===== config.mk =====
export PLATFORM = sky130hd
export DESIGN_NAME = calendar_date_advance
export DESIGN_NICKNAME = d
export VERILOG_FILES = /design/src/rtl/cda_pkg.sv /design/src/rtl/cda_year_mod400.sv /design/src/rtl/cda_month_unit.sv /design/src/rtl/calendar_date_advance.sv
export VERILOG_INCLUDE_DIRS = /design/src /design/src/rtl
export SDC_FILE = /design/constraint.sdc
export NUM_CORES = 1
export LEC_CHECK = 0
export BUFFER_PORTS_ARGS = -buffer_cell sky130_fd_sc_hd__buf_2
export CAP_MARGIN = 20
export CORE_ASPECT_RATIO = 1.2
export CORE_UTILIZATION = 38
export DETAILED_ROUTE_END_ITERATION = 10
export GPL_TIMING_DRIVEN = 1
export PLACE_DENSITY_LB_ADDON = 0.05
export SKIP_LAST_GASP = 1
export SLEW_MARGIN = 15
export SYNTH_ARGS = -nofsm -noshare
export SYNTH_HDL_FRONTEND = slang
export SYNTH_SLANG_ARGS = --single-unit

===== constraint.sdc =====
create_clock -name aclk -period 15.3 [get_ports aclk]
set_clock_uncertainty 0.15 [all_clocks]
set_input_delay 3.06 -clock aclk [delete_from_list [all_inputs] [get_ports aclk]]
set_output_delay 3.06 -clock aclk [all_outputs]
set_load 0.005 [all_outputs]

===== src/rtl/assert_macros.svh =====
// ----------------------------------------------------------------------------
// Assertion macros
// Clocked concurrent assertion helpers; they compile to nothing in synthesis.
// ----------------------------------------------------------------------------
`ifndef ASSERT_MACROS_SVH
`define ASSERT_MACROS_SVH

`ifndef SYNTHESIS

// Property that must hold at every clock edge outside reset.
`define CDA_ASSERT(label, clk, rst_n, prop) \
    label: assert property (@(posedge clk) disable iff (!rst_n) (prop)) \
        else $error("calendar_date_advance: assertion failed");

// Condition in one cycle implies consequence in the next cycle.
`define CDA_ASSERT_NEXT(label, clk, rst_n, ante, cons) \
    label: assert property (@(posedge clk) disable iff (!rst_n) (ante) |=> (cons)) \
        else $error("calendar_date_advance: assertion failed");

`else

`define CDA_ASSERT(label, clk, rst_n, prop)
`define CDA_ASSERT_NEXT(label, clk, rst_n, ante, cons)

`endif

`endif


===== src/rtl/cda_pkg.sv =====
// ----------------------------------------------------------------------------
// cda_pkg
// Widths, calendar constants, state codes and shared types of the date unit.
// ----------------------------------------------------------------------------
`default_nettype none

package cda_pkg;

    localparam int YEAR_BITS  = 14;
    localparam int COUNT_BITS = 16;
    localparam int DAY_BITS   = 5;
    localparam int MONTH_BITS = 4;

    // Width used when the day count is compared with a day distance.
    localparam int CMP_BITS = (COUNT_BITS > 6) ? COUNT_BITS : 6;

    // The year remainder by 400 is year - 400 * floor((year >> 4) / 25). The
    // division by 25 is a multiply by the rounded-up reciprocal 2^RCP_SHIFT / 25
    // followed by a shift; with RCP_SHIFT = YEAR_BITS + 1 the quotient is exact
    // for every year that fits in YEAR_BITS.
    localparam int YHI_BITS  = YEAR_BITS - 4;
    localparam int RCP_SHIFT = YEAR_BITS + 1;
    localparam int RCP_BITS  = YEAR_BITS - 3;
    localparam int PROD_BITS = YHI_BITS + RCP_BITS;
    localparam int QUOT_BITS = YEAR_BITS - 8;
    localparam longint unsigned RCP_25 = ((64'd1 << RCP_SHIFT) + 64'd24) / 64'd25;

    // Steps the remainder unit takes after a start: quotient, then remainder.
    localparam int MOD_CNT_BITS = 2;
    localparam logic [MOD_CNT_BITS-1:0] MOD_STEPS = 2'd2;

    // Year modulo 400 fits in 9 bits.
    localparam int R400_BITS = 9;

    // Stream payload layout.
    localparam int IN_FIELD_BITS  = DAY_BITS + MONTH_BITS + YEAR_BITS + COUNT_BITS;
    localparam int IN_DATA_BITS   = ((IN_FIELD_BITS + 7) / 8) * 8;
    localparam int OUT_FIELD_BITS = DAY_BITS + MONTH_BITS + YEAR_BITS;
    localparam int OUT_DATA_BITS  = ((OUT_FIELD_BITS + 7) / 8) * 8;
    localparam int OUT_USER_BITS  = 2;

    localparam int MONTH_LO = DAY_BITS;
    localparam int YEAR_LO  = DAY_BITS + MONTH_BITS;
    localparam int COUNT_LO = DAY_BITS + MONTH_BITS + YEAR_BITS;

    localparam logic [YEAR_BITS-1:0] YEAR_MAX = {YEAR_BITS{1'b1}};

    localparam logic [MONTH_BITS-1:0] MONTH_JAN = 4'd1;
    localparam logic [MONTH_BITS-1:0] MONTH_FEB = 4'd2;
    localparam logic [MONTH_BITS-1:0] MONTH_APR = 4'd4;
    localparam logic [MONTH_BITS-1:0] MONTH_JUN = 4'd6;
    localparam logic [MONTH_BITS-1:0] MONTH_SEP = 4'd9;
    localparam logic [MONTH_BITS-1:0] MONTH_NOV = 4'd11;
    localparam logic [MONTH_BITS-1:0] MONTH_DEC = 4'd12;

    localparam logic [DAY_BITS-1:0] DAYS_31   = 5'd31;
    localparam logic [DAY_BITS-1:0] DAYS_30   = 5'd30;
    localparam logic [DAY_BITS-1:0] DAYS_29   = 5'd29;
    localparam logic [DAY_BITS-1:0] DAYS_28   = 5'd28;
    localparam logic [DAY_BITS-1:0] FIRST_DAY = 5'd1;

    localparam logic [R400_BITS-1:0] CYCLE_400  = 9'd400;
    localparam logic [R400_BITS-1:0] CYCLE_LAST = 9'd399;
    localparam logic [R400_BITS-1:0] CENT_1     = 9'd100;
    localparam logic [R400_BITS-1:0] CENT_2     = 9'd200;
    localparam logic [R400_BITS-1:0] CENT_3     = 9'd300;

    typedef enum logic [4:0] {
        ST_IDLE  = 5'b00001,
        ST_MOD   = 5'b00010,
        ST_CHECK = 5'b00100,
        ST_STEP  = 5'b01000,
        ST_DONE  = 5'b10000
    } state_t;

    // Commands to the year remainder unit.
    typedef struct packed {
        logic start;
        logic incr;
    } mod_ctrl_t;

    // Status of the year remainder unit.
    typedef struct packed {
        logic                 busy;
        logic                 leap;
        logic [R400_BITS-1:0] r400;
    } mod_stat_t;

    // Result of one month step evaluation.
    typedef struct packed {
        logic                 day_ok;
        logic                 fits;
        logic [DAY_BITS-1:0]  next_day;
        logic [CMP_BITS-1:0]  rem_after;
    } mstep_t;

endpackage

`default_nettype wire


===== src/rtl/cda_year_mod400.sv =====
// ----------------------------------------------------------------------------
// cda_year_mod400
// Remainder of the year by 400, kept current as the year advances.
// ----------------------------------------------------------------------------
`default_nettype none

module cda_year_mod400 (
    input  wire logic                          aclk,
    input  wire logic                          aresetn,
    input  wire cda_pkg::mod_ctrl_t            ctrl,
    input  wire logic [cda_pkg::YEAR_BITS-1:0] year,
    output cda_pkg::mod_stat_t                 stat
);

    logic [cda_pkg::QUOT_BITS-1:0]    quot_reg, quot_next;
    logic [cda_pkg::R400_BITS-1:0]    rem_reg, rem_next;
    logic [cda_pkg::MOD_CNT_BITS-1:0] cnt_reg, cnt_next;
    logic [cda_pkg::PROD_BITS-1:0]    prod;
    logic [cda_pkg::YEAR_BITS-1:0]    diff;

    // The year input holds still from the start until the remainder is formed.
    assign prod = cda_pkg::PROD_BITS'(year[cda_pkg::YEAR_BITS-1:4])
                  * cda_pkg::PROD_BITS'(cda_pkg::RCP_25);
    assign diff = year - cda_pkg::YEAR_BITS'(quot_reg)
                         * cda_pkg::YEAR_BITS'(cda_pkg::CYCLE_400);

    always_comb begin
        quot_next = quot_reg;
        rem_next  = rem_reg;
        cnt_next  = cnt_reg;
        if (ctrl.start) begin
            cnt_next = cda_pkg::MOD_STEPS;
        end else if (cnt_reg == cda_pkg::MOD_STEPS) begin
            quot_next = prod[cda_pkg::RCP_SHIFT +: cda_pkg::QUOT_BITS];
            cnt_next  = cnt_reg - cda_pkg::MOD_CNT_BITS'(1);
        end else if (cnt_reg != '0) begin
            rem_next = diff[cda_pkg::R400_BITS-1:0];
            cnt_next = cnt_reg - cda_pkg::MOD_CNT_BITS'(1);
        end else if (ctrl.incr) begin
            rem_next = (rem_reg == cda_pkg::CYCLE_LAST) ? '0
                                                        : rem_reg + cda_pkg::R400_BITS'(1);
        end
    end

    always_ff @(posedge aclk) begin
        if (!aresetn) begin
            rem_reg <= '0;
            cnt_reg <= '0;
        end else begin
            rem_reg <= rem_next;
            cnt_reg <= cnt_next;
        end
        quot_reg <= quot_next;
    end

    // Since 400 is a multiple of 4 and 100, the remainder alone decides leap years.
    assign stat.busy = (cnt_reg != '0);
    assign stat.r400 = rem_reg;
    assign stat.leap = (rem_reg[1:0] == 2'b00) && (rem_reg != cda_pkg::CENT_1)
                       && (rem_reg != cda_pkg::CENT_2) && (rem_reg != cda_pkg::CENT_3);

endmodule

`default_nettype wire


===== src/rtl/cda_month_unit.sv =====
// ----------------------------------------------------------------------------
// cda_month_unit
// Shared month arithmetic: month length, day check and one month step.
// ----------------------------------------------------------------------------
`default_nettype none

module cda_month_unit (
    input  wire logic [cda_pkg::DAY_BITS-1:0]   day,
    input  wire logic [cda_pkg::MONTH_BITS-1:0] month,
    input  wire logic                           leap,
    input  wire logic [cda_pkg::COUNT_BITS-1:0] rem,
    output cda_pkg::mstep_t                     step
);

    logic [cda_pkg::DAY_BITS-1:0] mlen;
    logic [cda_pkg::CMP_BITS-1:0] to_next;
    logic [cda_pkg::CMP_BITS-1:0] rem_ext;
    logic [cda_pkg::CMP_BITS-1:0] day_sum;

    always_comb begin
        case (month)
            cda_pkg::MONTH_FEB: mlen = leap ? cda_pkg::DAYS_29 : cda_pkg::DAYS_28;
            cda_pkg::MONTH_APR,
            cda_pkg::MONTH_JUN,
            cda_pkg::MONTH_SEP,
            cda_pkg::MONTH_NOV: mlen = cda_pkg::DAYS_30;
            default:            mlen = cda_pkg::DAYS_31;
        endcase
    end

    // Days from the current day to the first of the next month, inclusive of today.
    assign to_next = cda_pkg::CMP_BITS'(mlen) - cda_pkg::CMP_BITS'(day)
                     + cda_pkg::CMP_BITS'(1);
    assign rem_ext = cda_pkg::CMP_BITS'(rem);
    assign day_sum = cda_pkg::CMP_BITS'(day) + rem_ext;

    assign step.day_ok    = (day != '0) && (day <= mlen);
    assign step.fits      = (rem_ext < to_next);
    assign step.next_day  = day_sum[cda_pkg::DAY_BITS-1:0];
    assign step.rem_after = rem_ext - to_next;

endmodule

`default_nettype wire


===== src/rtl/calendar_date_advance.sv =====
// ----------------------------------------------------------------------------
// calendar_date_advance
// Gregorian date validation and advance by a day count.
// ----------------------------------------------------------------------------
// Each input beat carries a date and a day count; one result beat comes back
// per input beat. The sequencer first forms the year modulo 400 (a
// reciprocal multiply for the quotient, then a subtract), checks the date,
// then moves forward one month boundary per cycle through a shared month
// unit, and finally holds the result until it is taken. s_axis_tready is
// high only while idle, so the next beat is taken only once the result beat
// has left. A full 16-bit count crosses about 2155 month boundaries. An
// invalid date returns unchanged with date_valid low; running past
// 31 December of the largest year stops there with year_overflow high.
// ----------------------------------------------------------------------------
`default_nettype none
`include "assert_macros.svh"

module calendar_date_advance (
    input  wire logic                              aclk,
    input  wire logic                              aresetn,
    input  wire logic                              s_axis_tvalid,
    output logic                                   s_axis_tready,
    // start_day, start_month, start_year, days_to_add; zero padded
    input  wire logic [cda_pkg::IN_DATA_BITS-1:0]  s_axis_tdata,
    output logic                                   m_axis_tvalid,
    input  wire logic                              m_axis_tready,
    // end_day, end_month, end_year; zero padded
    output logic [cda_pkg::OUT_DATA_BITS-1:0]      m_axis_tdata,
    // date_valid, year_overflow
    output logic [cda_pkg::OUT_USER_BITS-1:0]      m_axis_tuser
);

    cda_pkg::state_t state_reg, state_next;

    logic [cda_pkg::DAY_BITS-1:0]   day_reg, day_next;
    logic [cda_pkg::MONTH_BITS-1:0] month_reg, month_next;
    logic [cda_pkg::YEAR_BITS-1:0]  year_reg, year_next;
    logic [cda_pkg::COUNT_BITS-1:0] rem_reg, rem_next;
    logic                           valid_reg, valid_next;
    logic                           ovf_reg, ovf_next;

    cda_pkg::mod_ctrl_t mod_ctrl;
    cda_pkg::mod_stat_t mod_stat;
    cda_pkg::mstep_t    mstep;

    logic in_beat;

    assign in_beat = s_axis_tvalid && s_axis_tready;

    cda_year_mod400 u_mod400 (
        .aclk    (aclk),
        .aresetn (aresetn),
        .ctrl    (mod_ctrl),
        .year    (year_reg),
        .stat    (mod_stat)
    );

    cda_month_unit u_month (
        .day   (day_reg),
        .month (month_reg),
        .leap  (mod_stat.leap),
        .rem   (rem_reg),
        .step  (mstep)
    );

    always_comb begin
        state_next    = state_reg;
        day_next      = day_reg;
        month_next    = month_reg;
        year_next     = year_reg;
        rem_next      = rem_reg;
        valid_next    = valid_reg;
        ovf_next      = ovf_reg;
        mod_ctrl      = '0;
        case (state_reg)
            cda_pkg::ST_IDLE: begin
                if (in_beat) begin
                    day_next       = s_axis_tdata[cda_pkg::DAY_BITS-1:0];
                    month_next     = s_axis_tdata[cda_pkg::MONTH_LO +: cda_pkg::MONTH_BITS];
                    year_next      = s_axis_tdata[cda_pkg::YEAR_LO +: cda_pkg::YEAR_BITS];
                    rem_next       = s_axis_tdata[cda_pkg::COUNT_LO +: cda_pkg::COUNT_BITS];
                    valid_next     = 1'b0;
                    ovf_next       = 1'b0;
                    mod_ctrl.start = 1'b1;
                    state_next     = cda_pkg::ST_MOD;
                end
            end
            cda_pkg::ST_MOD: begin
                if (!mod_stat.busy) begin
                    state_next = cda_pkg::ST_CHECK;
                end
            end
            cda_pkg::ST_CHECK: begin
                if ((month_reg >= cda_pkg::MONTH_JAN) && (month_reg <= cda_pkg::MONTH_DEC)
                    && (year_reg != '0) && mstep.day_ok) begin
                    valid_next = 1'b1;
                    state_next = cda_pkg::ST_STEP;
                end else begin
                    state_next = cda_pkg::ST_DONE;
                end
            end
            cda_pkg::ST_STEP: begin
                if (rem_reg == '0) begin
                    state_next = cda_pkg::ST_DONE;
                end else if (mstep.fits) begin
                    day_next   = mstep.next_day;
                    rem_next   = '0;
                    state_next = cda_pkg::ST_DONE;
                end else if ((month_reg == cda_pkg::MONTH_DEC) &&
                             (year_reg == cda_pkg::YEAR_MAX)) begin
                    day_next   = cda_pkg::DAYS_31;
                    ovf_next   = 1'b1;
                    rem_next   = '0;
                    state_next = cda_pkg::ST_DONE;
                end else begin
                    rem_next = mstep.rem_after[cda_pkg::COUNT_BITS-1:0];
                    day_next = cda_pkg::FIRST_DAY;
                    if (month_reg == cda_pkg::MONTH_DEC) begin
                        month_next    = cda_pkg::MONTH_JAN;
                        year_next     = year_reg + cda_pkg::YEAR_BITS'(1);
                        mod_ctrl.incr = 1'b1;
                    end else begin
                        month_next = month_reg + cda_pkg::MONTH_BITS'(1);
                    end
                end
            end
            cda_pkg::ST_DONE: begin
                if (m_axis_tready) begin
                    state_next = cda_pkg::ST_IDLE;
                end
            end
            default: begin
                state_next = cda_pkg::ST_IDLE;
            end
        endcase
    end

    always_ff @(posedge aclk) begin
        if (!aresetn) begin
            state_reg <= cda_pkg::ST_IDLE;
        end else begin
            state_reg <= state_next;
        end
        day_reg   <= day_next;
        month_reg <= month_next;
        year_reg  <= year_next;
        rem_reg   <= rem_next;
        valid_reg <= valid_next;
        ovf_reg   <= ovf_next;
    end

    assign s_axis_tready = (state_reg == cda_pkg::ST_IDLE);
    assign m_axis_tvalid = (state_reg == cda_pkg::ST_DONE);
    assign m_axis_tdata  = cda_pkg::OUT_DATA_BITS'({year_reg, month_reg, day_reg});
    assign m_axis_tuser  = {ovf_reg, valid_reg};

    // The block never takes a new beat while a result is still pending.
    `CDA_ASSERT(a_no_overlap, aclk, aresetn, !(s_axis_tready && m_axis_tvalid))
    // Every month step strictly consumes part of the remaining count.
    `CDA_ASSERT_NEXT(a_rem_shrinks, aclk, aresetn,
        (state_reg == cda_pkg::ST_STEP) && (rem_reg != '0), rem_reg < $past(rem_reg))
    // While stepping, the working date stays a real calendar date.
    `CDA_ASSERT(a_step_date, aclk, aresetn,
        (state_reg != cda_pkg::ST_STEP) || ((month_reg >= cda_pkg::MONTH_JAN) &&
        (month_reg <= cda_pkg::MONTH_DEC) && (day_reg != '0) && (year_reg != '0)))
    // Overflow can only be reported for a valid starting date.
    `CDA_ASSERT(a_ovf_valid, aclk, aresetn, !(m_axis_tvalid && ovf_reg && !valid_reg))
    // The year remainder stays below 400.
    `CDA_ASSERT(a_r400_range, aclk, aresetn, mod_stat.r400 < cda_pkg::CYCLE_400)

endmodule

`default_nettype wire


==> flow_metrics.tcl, run 1 <==
set metrics [dict create \
    largest_register_ffs 16 \
    grt-ovfl-total 0 \
    floorplan.initialDensity_pct 38.98 \
    synth-async-reset-ratio_pct 0 \
    worstSetupStartpointType "flip-flop" \
    vias_per_cell 5.284 \
    grt_pass1_wl_um 27490 \
    die_area_um2 17960 \
    finalHoldWorstSlack_ns 0.3807 \
    cp_num_buf_inv 1 \
    synth.cell_area_um2 6620 \
    transition_time_at_the_pin_with_the_least_slew_margin_ns 0.9711 \
    placed_area_um2 7157 \
    final.period_utilization_pct 38.36 \
    via_count_of_the_first_global_routing_pass 5515 \
    hold_path.class "flip-flop to flip-flop" \
    count_of_final_max_slew_check_failures 0 \
    drt-total-wl_um 17060 \
    cts_num_sinks 62 \
    clockBufferDepth 2 \
    clkSlewWorstSetupHoldPaths_ns 0.06 \
    worst_ir_drop_on_vdd_uv 54.91 \
    ioPinCount 72 \
    drive_above_1_share_pct 13.22 \
    ctsResizeCount 0 \
    io_buffer_count 69 \
    final_common_cell "sky130_fd_sc_hd__ha_1" \
    largest_net_degree_at_the_start_of_global_routing 61 \
    postCtsSetupBuffers 0 \
    post-route-worst-setup-slack_ns 9.431 \
    chipHeight_um 146.6 \
    h-tree-depth 3 \
    crit_arrival_ns 5.79 \
    timing.fmax_mhz 170.4 \
    num-nets-final 975 \
    grtUsageTotal_pct 20.09 \
    avgRoutedWirePerCell_um 16.89 \
    vias 5337 \
    path_class "flip-flop to flip-flop" \
    ordered_list_of_cells_on_the_worst_path "inv_1, ha_1, a221oi_1, a21oi_1, ha_1, fa_1, xor2_1, nor3_1, nand3_1, ha_1, ha_1, a21o_1, o311a_1, a211oi_4, or2b_1, or2_2, o21ai_0" \
    detail-route-antenna-nets 0 \
    rsz0062_at_grt "no" \
    syn_nets 914 \
    dr.first_iter.drc_count 318 \
    p_leak_uw 0.003457 \
    pre_cts_ws_ns 9.412 \
    worstPathRequired_ns 15.22 \
    seq_area_frac_synth_pct 25.70 \
    slowest_delay_ns 0.52 \
    slowest_stage "sky130_fd_sc_hd__fa_1" \
    final_design_area_no_fill_um2 7441 \
    setup_tns_ns 0 \
    synth-edff-count 46 \
    number_of_hold_buffers_added_after_cts 0 \
    setup_viol_count_final 0 \
    worst_slew_margin_rel_pct 35.19 \
    grt_antenna_before_repair 0 \
    synth_seq_cells 62 \
    critical-path-top-delay-family "adder cells" \
    syn_area_per_cell_um2 9.094 \
    clock_latency_ns 0.34 \
    yosysUniqueCellTypes 69 \
    area_delta_synth_final_pct 12.40 \
    detailed_routing_iteration_count_for_the_pre_antenna_repair_pass 4 \
    die_x_um 122.5 \
    endpoint_kind "flip-flop" \
    max_cap_viol_count 0 \
    crit_fanout 12 \
    hold_viol_final 0 \
    detailed_place_hpwl_um 13390 \
    antenna_cells_inserted 0 \
    timing.critical_path.mode_cell "sky130_fd_sc_hd__ha_1" \
    pwr_density_cell_nw_per_um2 139.4 \
    ctsRootBufferMaster "sky130_fd_sc_hd__clkbuf_16" \
    core_area_um2 16980 \
    drc 0 \
    postSynthCellCount 728 \
    min_period_ns 5.869 \
    commonest_cells_after_routing_fill_and_taps_aside "sky130_fd_sc_hd__ha_1 (115), sky130_fd_sc_hd__inv_1 (87), sky130_fd_sc_hd__nand2_1 (76)" \
    routability_congestion 0.8679 \
    run_status "complete, no violations" \
    yosysWarningCount 0 \
    postSynth.topFlopCell "sky130_fd_sc_hd__edfxtp_1" \
    placement_rows 52 \
    tritoncts "built" \
    cts-buffers-inserted 9 \
]
[per-stage QoR]
step / total power (µW) / std cells / utilization (%)
3_5_place_dp: 835.2 / 994 / 42.15
4_1_cts: 1053 / 1010 / 43.82
2_1_floorplan: 692.6 / 728 / -
6_report: 1037 / 1010 / 43.82
3_3_place_gp: 828.2 / 994 / 42.15
5_1_grt: 1144 / 1010 / 43.82
[area by class of cell]
class / instances / area, µm²
clock buffers: 12 / 236.5
clock inverters: 4 / 47.55
fillers: 1691 / 9540
inverters: 88 / 330.3
multi-input cells: 558 / 4502
flip-flops and latches: 62 / 1702
well taps: 216 / 270.3
repair buffers: 70 / 352.8
[layer usage]
| metal | part of all wire [%] | vias to the layer above | track usage (%) |
|---|---|---|---|
| met3 | 3.4 | 21 | 3.398 |
| met5 | 0 | - | 0 |
| met4 | 2.3 | 0 | 6.585 |
| met2 | 51 | 114 | 36.88 |
| met1 | 43 | 2524 | 23.04 |
| li1 | - | 2678 | - |
[synth_stat cells, drive strengths merged (4+ instances only)]
master / count / share of area [%]
inv: 88 / 5.0
nand2: 76 / 4.3
edfxtp: 46 / 21
nand3b: 7 / 0.79
nor2: 40 / 2.3
a21o: 11 / 1.2
nor2b: 7 / 0.66
and3: 8 / 0.76
dfxtp: 16 / 4.8
or2: 6 / 0.57
fa: 27 / 8.2
nand4: 7 / 0.66
nand3: 16 / 1.2
nor3: 10 / 0.76
xnor2: 37 / 4.9
o21a: 6 / 0.68
o21ai: 56 / 4.7
buf: 8 / 0.87
nand2b: 6 / 0.57
a31o: 4 / 0.53
nor4: 7 / 0.66
xor2: 13 / 1.7
a31oi: 4 / 0.38
clkbuf: 12 / 0.68
a21oi: 38 / 2.9
ha: 115 / 22
a22o: 4 / 0.53
[kinds of logic after synthesis]
| group | after synthesis | synth area share [%] |
|---|---|---|
| compound gates | 155 | 15.33 |
| mux | 3 | 0.4725 |
| fa+ha+maj | 142 | 29.90 |
| xor+xnor | 50 | 6.615 |
| other cells | 1 | 0.05665 |
| flops | 62 | 25.70 |
| simple gates | 207 | 15.38 |
| buf+inv | 108 | 6.539 |
[where the power goes]
group	internal, µW	total [µW]	switching, µW
Sequential	218	255	36.7
Combinational	259	575	316
Clock	126	207	81.3
[path summary, 6_finish.rpt]
check | from | endpoint | slack, ns | cells past startpoint
setup / recovery | month_reg[0] | rem_reg[6] | 9.43 | 17
setup reg to reg | month_reg[0] | rem_reg[6] | 9.43 | 17
hold / removal | u_mod400.rem_reg[8] | u_mod400.rem_reg[8] | 0.38 | 1
hold reg to reg | u_mod400.rem_reg[8] | u_mod400.rem_reg[8] | 0.38 | 1
[worst reg2reg max path, stage by stage, from the launching register on]
cell and delay (ns):
sky130_fd_sc_hd__edfxtp_1 0.49, sky130_fd_sc_hd__inv_1 0.14, sky130_fd_sc_hd__ha_1 0.27, sky130_fd_sc_hd__a221oi_1 0.27, sky130_fd_sc_hd__a21oi_1 0.09, sky130_fd_sc_hd__ha_1 0.23, sky130_fd_sc_hd__fa_1 0.52, sky130_fd_sc_hd__xor2_1 0.22
sky130_fd_sc_hd__nor3_1 0.43, sky130_fd_sc_hd__nand3_1 0.14, sky130_fd_sc_hd__ha_1 0.35, sky130_fd_sc_hd__ha_1 0.35, sky130_fd_sc_hd__a21o_1 0.21, sky130_fd_sc_hd__o311a_1 0.41, sky130_fd_sc_hd__a211oi_4 0.50, sky130_fd_sc_hd__or2b_1 0.27
sky130_fd_sc_hd__or2_2 0.39, sky130_fd_sc_hd__o21ai_0 0.15
Note: power is estimated with default switching activity, not from simulation.
==> run 2: changes to the inputs <==
clock period = 5.8 ns   (was 15.3 ns; I/O delays follow)
==> run 2 against run 1 <==
  * Maximum frequency is 7.5% higher
  * Clock power rose to 2.6 times the previous value
  * Largest cell class unchanged
  * Register-to-register slack got worse by 9.1 ns
  * Die area unchanged
  * Worst hold slack gained 0.0071 ns
  * Combinational power grew to 2.7 times the previous value
  * Sequential share of layout area is 0.29 points lower
==> flow_metrics.tcl, run 2 (same netlist as run 1, synthesis figures left out) <==
set metrics [dict create \
    placement_rows 52 \
    place_inst 1006 \
    cts_num_sinks 62 \
    run_status "complete, no violations" \
    tritoncts "built" \
    drive_above_1_share_pct 14.76 \
    avgRoutedWirePerCell_um 16.45 \
    grtUsageTotal_pct 19.92 \
    hold_viol_final 0 \
    ioPinCount 72 \
    area_delta_synth_final_pct 13.83 \
    path_class "flip-flop to flip-flop" \
    final_common_cell "sky130_fd_sc_hd__ha_1" \
    floorplan.initialDensity_pct 38.98 \
    detailed_place_hpwl_um 13300 \
    finalHoldWorstSlack_ns 0.3878 \
    final.period_utilization_pct 94.11 \
    detailed_routing_iteration_count_for_the_pre_antenna_repair_pass 4 \
    seq_power_share_pct 23.9 \
    timing.fmax_mhz 183.2 \
    num-nets-final 987 \
    setup_viol_count_final 0 \
    crit_arrival_ns 5.39 \
    min_period_ns 5.458 \
    worstPathRequired_ns 5.73 \
    hold_path.class "flip-flop to flip-flop" \
    endpoint_kind "flip-flop" \
    clockBufferDepth 2 \
    clockPowerShare_pct 19.5 \
    worstSetupStartpointType "flip-flop" \
    crit_fanout 3 \
    die_x_um 122.5 \
    number_of_hold_buffers_added_after_cts 0 \
    die_area_um2 17960 \
    count_of_final_max_slew_check_failures 0 \
    max_cap_viol_count 0 \
    proportion_of_total_power_due_to_net_switching_pct 41.76 \
    post-layout-total-power_uw 2743 \
    rr_worst_depth 17 \
    power_frac_comb_pct 56.6 \
    setup_tns_ns 0 \
    largest_register_ffs 16 \
    clkSlewWorstSetupHoldPaths_ns 0.06 \
    antenna_cells_inserted 0 \
    final_cells 1022 \
    vias 5323 \
    reg2reg_slack_ns 0.34 \
    rsz0062_at_grt "no" \
    power.switching_uw 1146 \
    min_delay_path_depth 1 \
    reg2reg_from "year_reg[11]" \
    chipHeight_um 146.6 \
    postCtsSetupBuffers 0 \
    critPathLaunch "year_reg[11]" \
    commonest_cells_after_routing_fill_and_taps_aside "sky130_fd_sc_hd__ha_1 (115), sky130_fd_sc_hd__inv_1 (87), sky130_fd_sc_hd__nand2_1 (76)" \
    drc 0 \
    transition_time_at_the_pin_with_the_least_slew_margin_ns 0.9457 \
    dr.first_iter.drc_count 244 \
    routability_congestion 0.8662 \
    drt-total-wl_um 16810 \
    grt_antenna_before_repair 0 \
    vias_per_cell 5.208 \
    p_leak_uw 0.003523 \
    cts-buffers-inserted 9 \
    ctsRootBufferMaster "sky130_fd_sc_hd__clkbuf_16" \
    pwr_density_cell_nw_per_um2 364.0 \
    hp-start "u_mod400.rem_reg[8]" \
    grt_pass1_wl_um 27220 \
    io_buffer_count 69 \
    worst_slew_margin_rel_pct 36.88 \
    worst_ir_drop_on_vdd_uv 141.1 \
    largest_net_degree_at_the_start_of_global_routing 61 \
    grt-ovfl-total 0 \
    via_count_of_the_first_global_routing_pass 5364 \
    clock_latency_ns 0.35 \
    h-tree-depth 3 \
    detail-route-antenna-nets 0 \
    power_report.internal_total_uw 1597 \
    core_area_um2 16980 \
]
## run 2: metal layers
metal,GRT usage (%),share of wire (%)
met2,35.11,50
met3,2.461,3.2
met5,0,0
met1,24.36,44
met4,7.378,2.2
## run 2: layout make-up
type | count | area (µm²)
Multi-Input combinational cell | 558 | 4513
Inverter | 88 | 330.3
Timing Repair Buffer | 82 | 442.9
Fill cell | 1716 | 9445
Clock inverter | 4 | 20.02
Tap cell | 216 | 270.3
Sequential cell | 62 | 1702
Clock buffer | 12 | 257.7
## run 2: power by group through the flow
stage / clock network [µW] / registers, µW / logic, µW
final: 534 / 656 / 1550
after global routing: 566 / 668 / 1810
after CTS: 548 / 657 / 1580
after detailed placement: 0 / 666 / 1550
after global placement: 0 / 665 / 1530
after floorplan: 0 / 647 / 1180
## run 2: through the flow
stage          cell area (µm²)  setup slack (ns)  util (%)
2_1_floorplan             6620            0.4155         -
3_3_place_gp              7247            0.2094     42.68
3_5_place_dp              7247            0.1813     42.68
4_1_cts                   7525            0.1731     44.31
5_1_grt                   7536           0.06199     44.38
6_report                  7536            0.3415     44.38
## run 2: worst paths after layout
check	end
setup reg to reg	u_mod400.quot_reg[4]
hold / removal	u_mod400.rem_reg[8]
hold reg to reg	u_mod400.rem_reg[8]
setup / recovery	u_mod400.quot_reg[4]
## run 2: critical path: stages, from the launching register on
cell and delay [ns]:
sky130_fd_sc_hd__edfxtp_1 0.41, sky130_fd_sc_hd__fa_1 0.62, sky130_fd_sc_hd__inv_1 0.08, sky130_fd_sc_hd__fa_1 0.41, sky130_fd_sc_hd__inv_1 0.08, sky130_fd_sc_hd__fa_1 0.44, sky130_fd_sc_hd__fa_1 0.55, sky130_fd_sc_hd__inv_1 0.05
sky130_fd_sc_hd__fa_1 0.49, sky130_fd_sc_hd__inv_1 0.04, sky130_fd_sc_hd__ha_1 0.29, sky130_fd_sc_hd__a211o_1 0.27, sky130_fd_sc_hd__a21oi_1 0.14, sky130_fd_sc_hd__nor4b_2 0.26, sky130_fd_sc_hd__o21ai_1 0.14, sky130_fd_sc_hd__and4_1 0.22
sky130_fd_sc_hd__a2111oi_1 0.43, sky130_fd_sc_hd__xnor2_1 0.10
## run 2: repair_timing
| action | CTS | global route |
|---|---|---|
| gates resized for setup | 0 | 2 |
| hold endpoints to repair | 0 | 0 |
| endpoints found under the setup margin | 0 | 10 |
==> run 3: changes to the inputs <==
clock period = 5.6 ns   (was 5.8 ns; I/O delays follow)
==> run 3 against run 2 <==
  * Power rose by 6.1%
  * Non-clock buffer count rose by 9
  * Cell count rose by 0.88%
  * Worst setup slack got worse by 0.19 ns
  * Die area did not move
  * Design area rose by 1.6%
  * Clock-buffer cell count did not move
  * Combinational power rose by 8%
  * Register-to-register slack got worse by 0.19 ns
  * Critical path type unchanged
==> flow_metrics.tcl, run 3 (same netlist as run 1, synthesis figures left out) <==
set metrics [dict create \
    min_period_ns 5.449 \
    clock_latency_ns 0.35 \
    grt_pass1_wl_um 27720 \
    num-nets-final 996 \
    worst_ir_drop_on_vdd_uv 170.2 \
    detailed_place_hpwl_um 13540 \
    endpoint_kind "flip-flop" \
    detailed_routing_iteration_count_for_the_pre_antenna_repair_pass 4 \
    die_x_um 122.5 \
    placement_rows 52 \
    worstSetupStartpointType "flip-flop" \
    h-tree-depth 3 \
    num-fill-cells 1680 \
    grt-ovfl-total 0 \
    floorplan.initialDensity_pct 38.98 \
    finalHoldWorstSlack_ns 0.3746 \
    hold_viol_final 0 \
    routability_congestion 0.8843 \
    core_area_um2 16980 \
    io_buffer_count 69 \
    transition_time_at_the_pin_with_the_least_slew_margin_ns 0.9452 \
    die_area_um2 17960 \
    grt_antenna_before_repair 0 \
    final_common_cell "sky130_fd_sc_hd__ha_1" \
    path_class "flip-flop to flip-flop" \
    vias_per_cell 5.253 \
    post-layout-total-power_uw 2910 \
    chipHeight_um 146.6 \
    pre_cts_ws_ns -0.05394 \
    largest_register_ffs 16 \
    via_count_of_the_first_global_routing_pass 5490 \
    run_status "complete, no violations" \
    antenna_cells_inserted 0 \
    max_cap_viol_count 0 \
    grtUsageTotal_pct 20.16 \
    cts-buffers-inserted 9 \
    area_delta_synth_final_pct 15.67 \
    drt-total-wl_um 16990 \
    clockBufferDepth 2 \
    number_of_hold_buffers_added_after_cts 0 \
    largest_net_degree_at_the_start_of_global_routing 61 \
    final.period_utilization_pct 97.30 \
    ioPinCount 72 \
    drive_above_1_share_pct 16.07 \
    rsz0062_at_grt "yes" \
    detail-route-antenna-nets 0 \
    cts_num_sinks 62 \
    ctsRootBufferMaster "sky130_fd_sc_hd__clkbuf_16" \
    post-route-worst-setup-slack_ns 0.1510 \
    crit_arrival_ns 5.40 \
    setup_tns_ns 0 \
    worst_slew_margin_rel_pct 36.92 \
    pwr_density_cell_nw_per_um2 380.1 \
    timing.fmax_mhz 183.5 \
    count_of_final_max_slew_check_failures 0 \
    avgRoutedWirePerCell_um 16.48 \
    crit_fanout 3 \
    drc 0 \
    vias 5416 \
    dr.first_iter.drc_count 154 \
    setup_viol_count_final 0 \
    tritoncts "built" \
    p_leak_uw 0.003592 \
    clkSlewWorstSetupHoldPaths_ns 0.06 \
    worstPathRequired_ns 5.55 \
    commonest_cells_after_routing_fill_and_taps_aside "sky130_fd_sc_hd__ha_1 (115), sky130_fd_sc_hd__inv_1 (87), sky130_fd_sc_hd__nand2_1 (76)" \
    hold_path.class "flip-flop to flip-flop" \
]
## run 3: routing by layer
metal  vias up  share of wire [%]  global-route usage, %
met5         -                  0                      0
met4         0                2.7                  8.293
met3        23                3.0                  2.461
met2       108                 50                  35.37
met1      2566                 44                  24.48
li1       2719                  -                      -
## run 3: area by class of cell
type,count,area (µm²),share of cell area (%)
tap,216,270.3,3.529
clock buffer,12,256.5,3.350
clock inverter,4,30.03,0.3922
multi-input combinational,558,4546,59.36
inverter,88,330.3,4.314
timing repair buffer,91,523.0,6.830
sequential,62,1702,22.22
## run 3: critical path, cell delays in order, from the launching register on
cell and delay, ns:
sky130_fd_sc_hd__edfxtp_1 0.42, sky130_fd_sc_hd__fa_1 0.62, sky130_fd_sc_hd__inv_1 0.08, sky130_fd_sc_hd__fa_1 0.41, sky130_fd_sc_hd__inv_1 0.08, sky130_fd_sc_hd__fa_1 0.45, sky130_fd_sc_hd__fa_1 0.54, sky130_fd_sc_hd__inv_1 0.05
sky130_fd_sc_hd__fa_1 0.49, sky130_fd_sc_hd__inv_1 0.04, sky130_fd_sc_hd__ha_1 0.29, sky130_fd_sc_hd__a211o_1 0.27, sky130_fd_sc_hd__a21oi_1 0.17, sky130_fd_sc_hd__nor4b_4 0.23, sky130_fd_sc_hd__buf_4 0.14, sky130_fd_sc_hd__o21ai_1 0.09
sky130_fd_sc_hd__and4_1 0.25, sky130_fd_sc_hd__a2111oi_4 0.33, sky130_fd_sc_hd__xnor2_1 0.09
## run 3: what timing repair did
action	4_1_cts	5_1_grt
buffers inserted	0	1
pin swaps	0	1
endpoints found under the hold margin	0	0
endpoints found under the setup margin	1	13
resized for setup	1	5
## run 3: worst paths after layout
check | from | endpoint | slack [ns] | cells after the start
max | year_reg[13] | u_mod400.quot_reg[4] | 0.15 | 18
min | u_mod400.rem_reg[8] | u_mod400.rem_reg[8] | 0.37 | 1
max reg2reg | year_reg[13] | u_mod400.quot_reg[4] | 0.15 | 18
min reg2reg | u_mod400.rem_reg[8] | u_mod400.rem_reg[8] | 0.37 | 1
## run 3: power breakdown
group	switching (µW)	internal [µW]	total [µW]
clock	237	326	564
sequential	81.6	596	678
combinational	890	779	1670
## run 3: stage by stage
| stage | cell area (µm²) | std cells | util [%] |
|---|---|---|---|
| 2_1_floorplan | 6620 | 728 | - |
| 3_3_place_gp | 7320 | 1014 | 43.10 |
| 3_5_place_dp | 7320 | 1014 | 43.10 |
| 4_1_cts | 7612 | 1030 | 44.83 |
| 5_1_grt | 7657 | 1031 | 45.09 |
| 6_report | 7657 | 1031 | 45.09 |
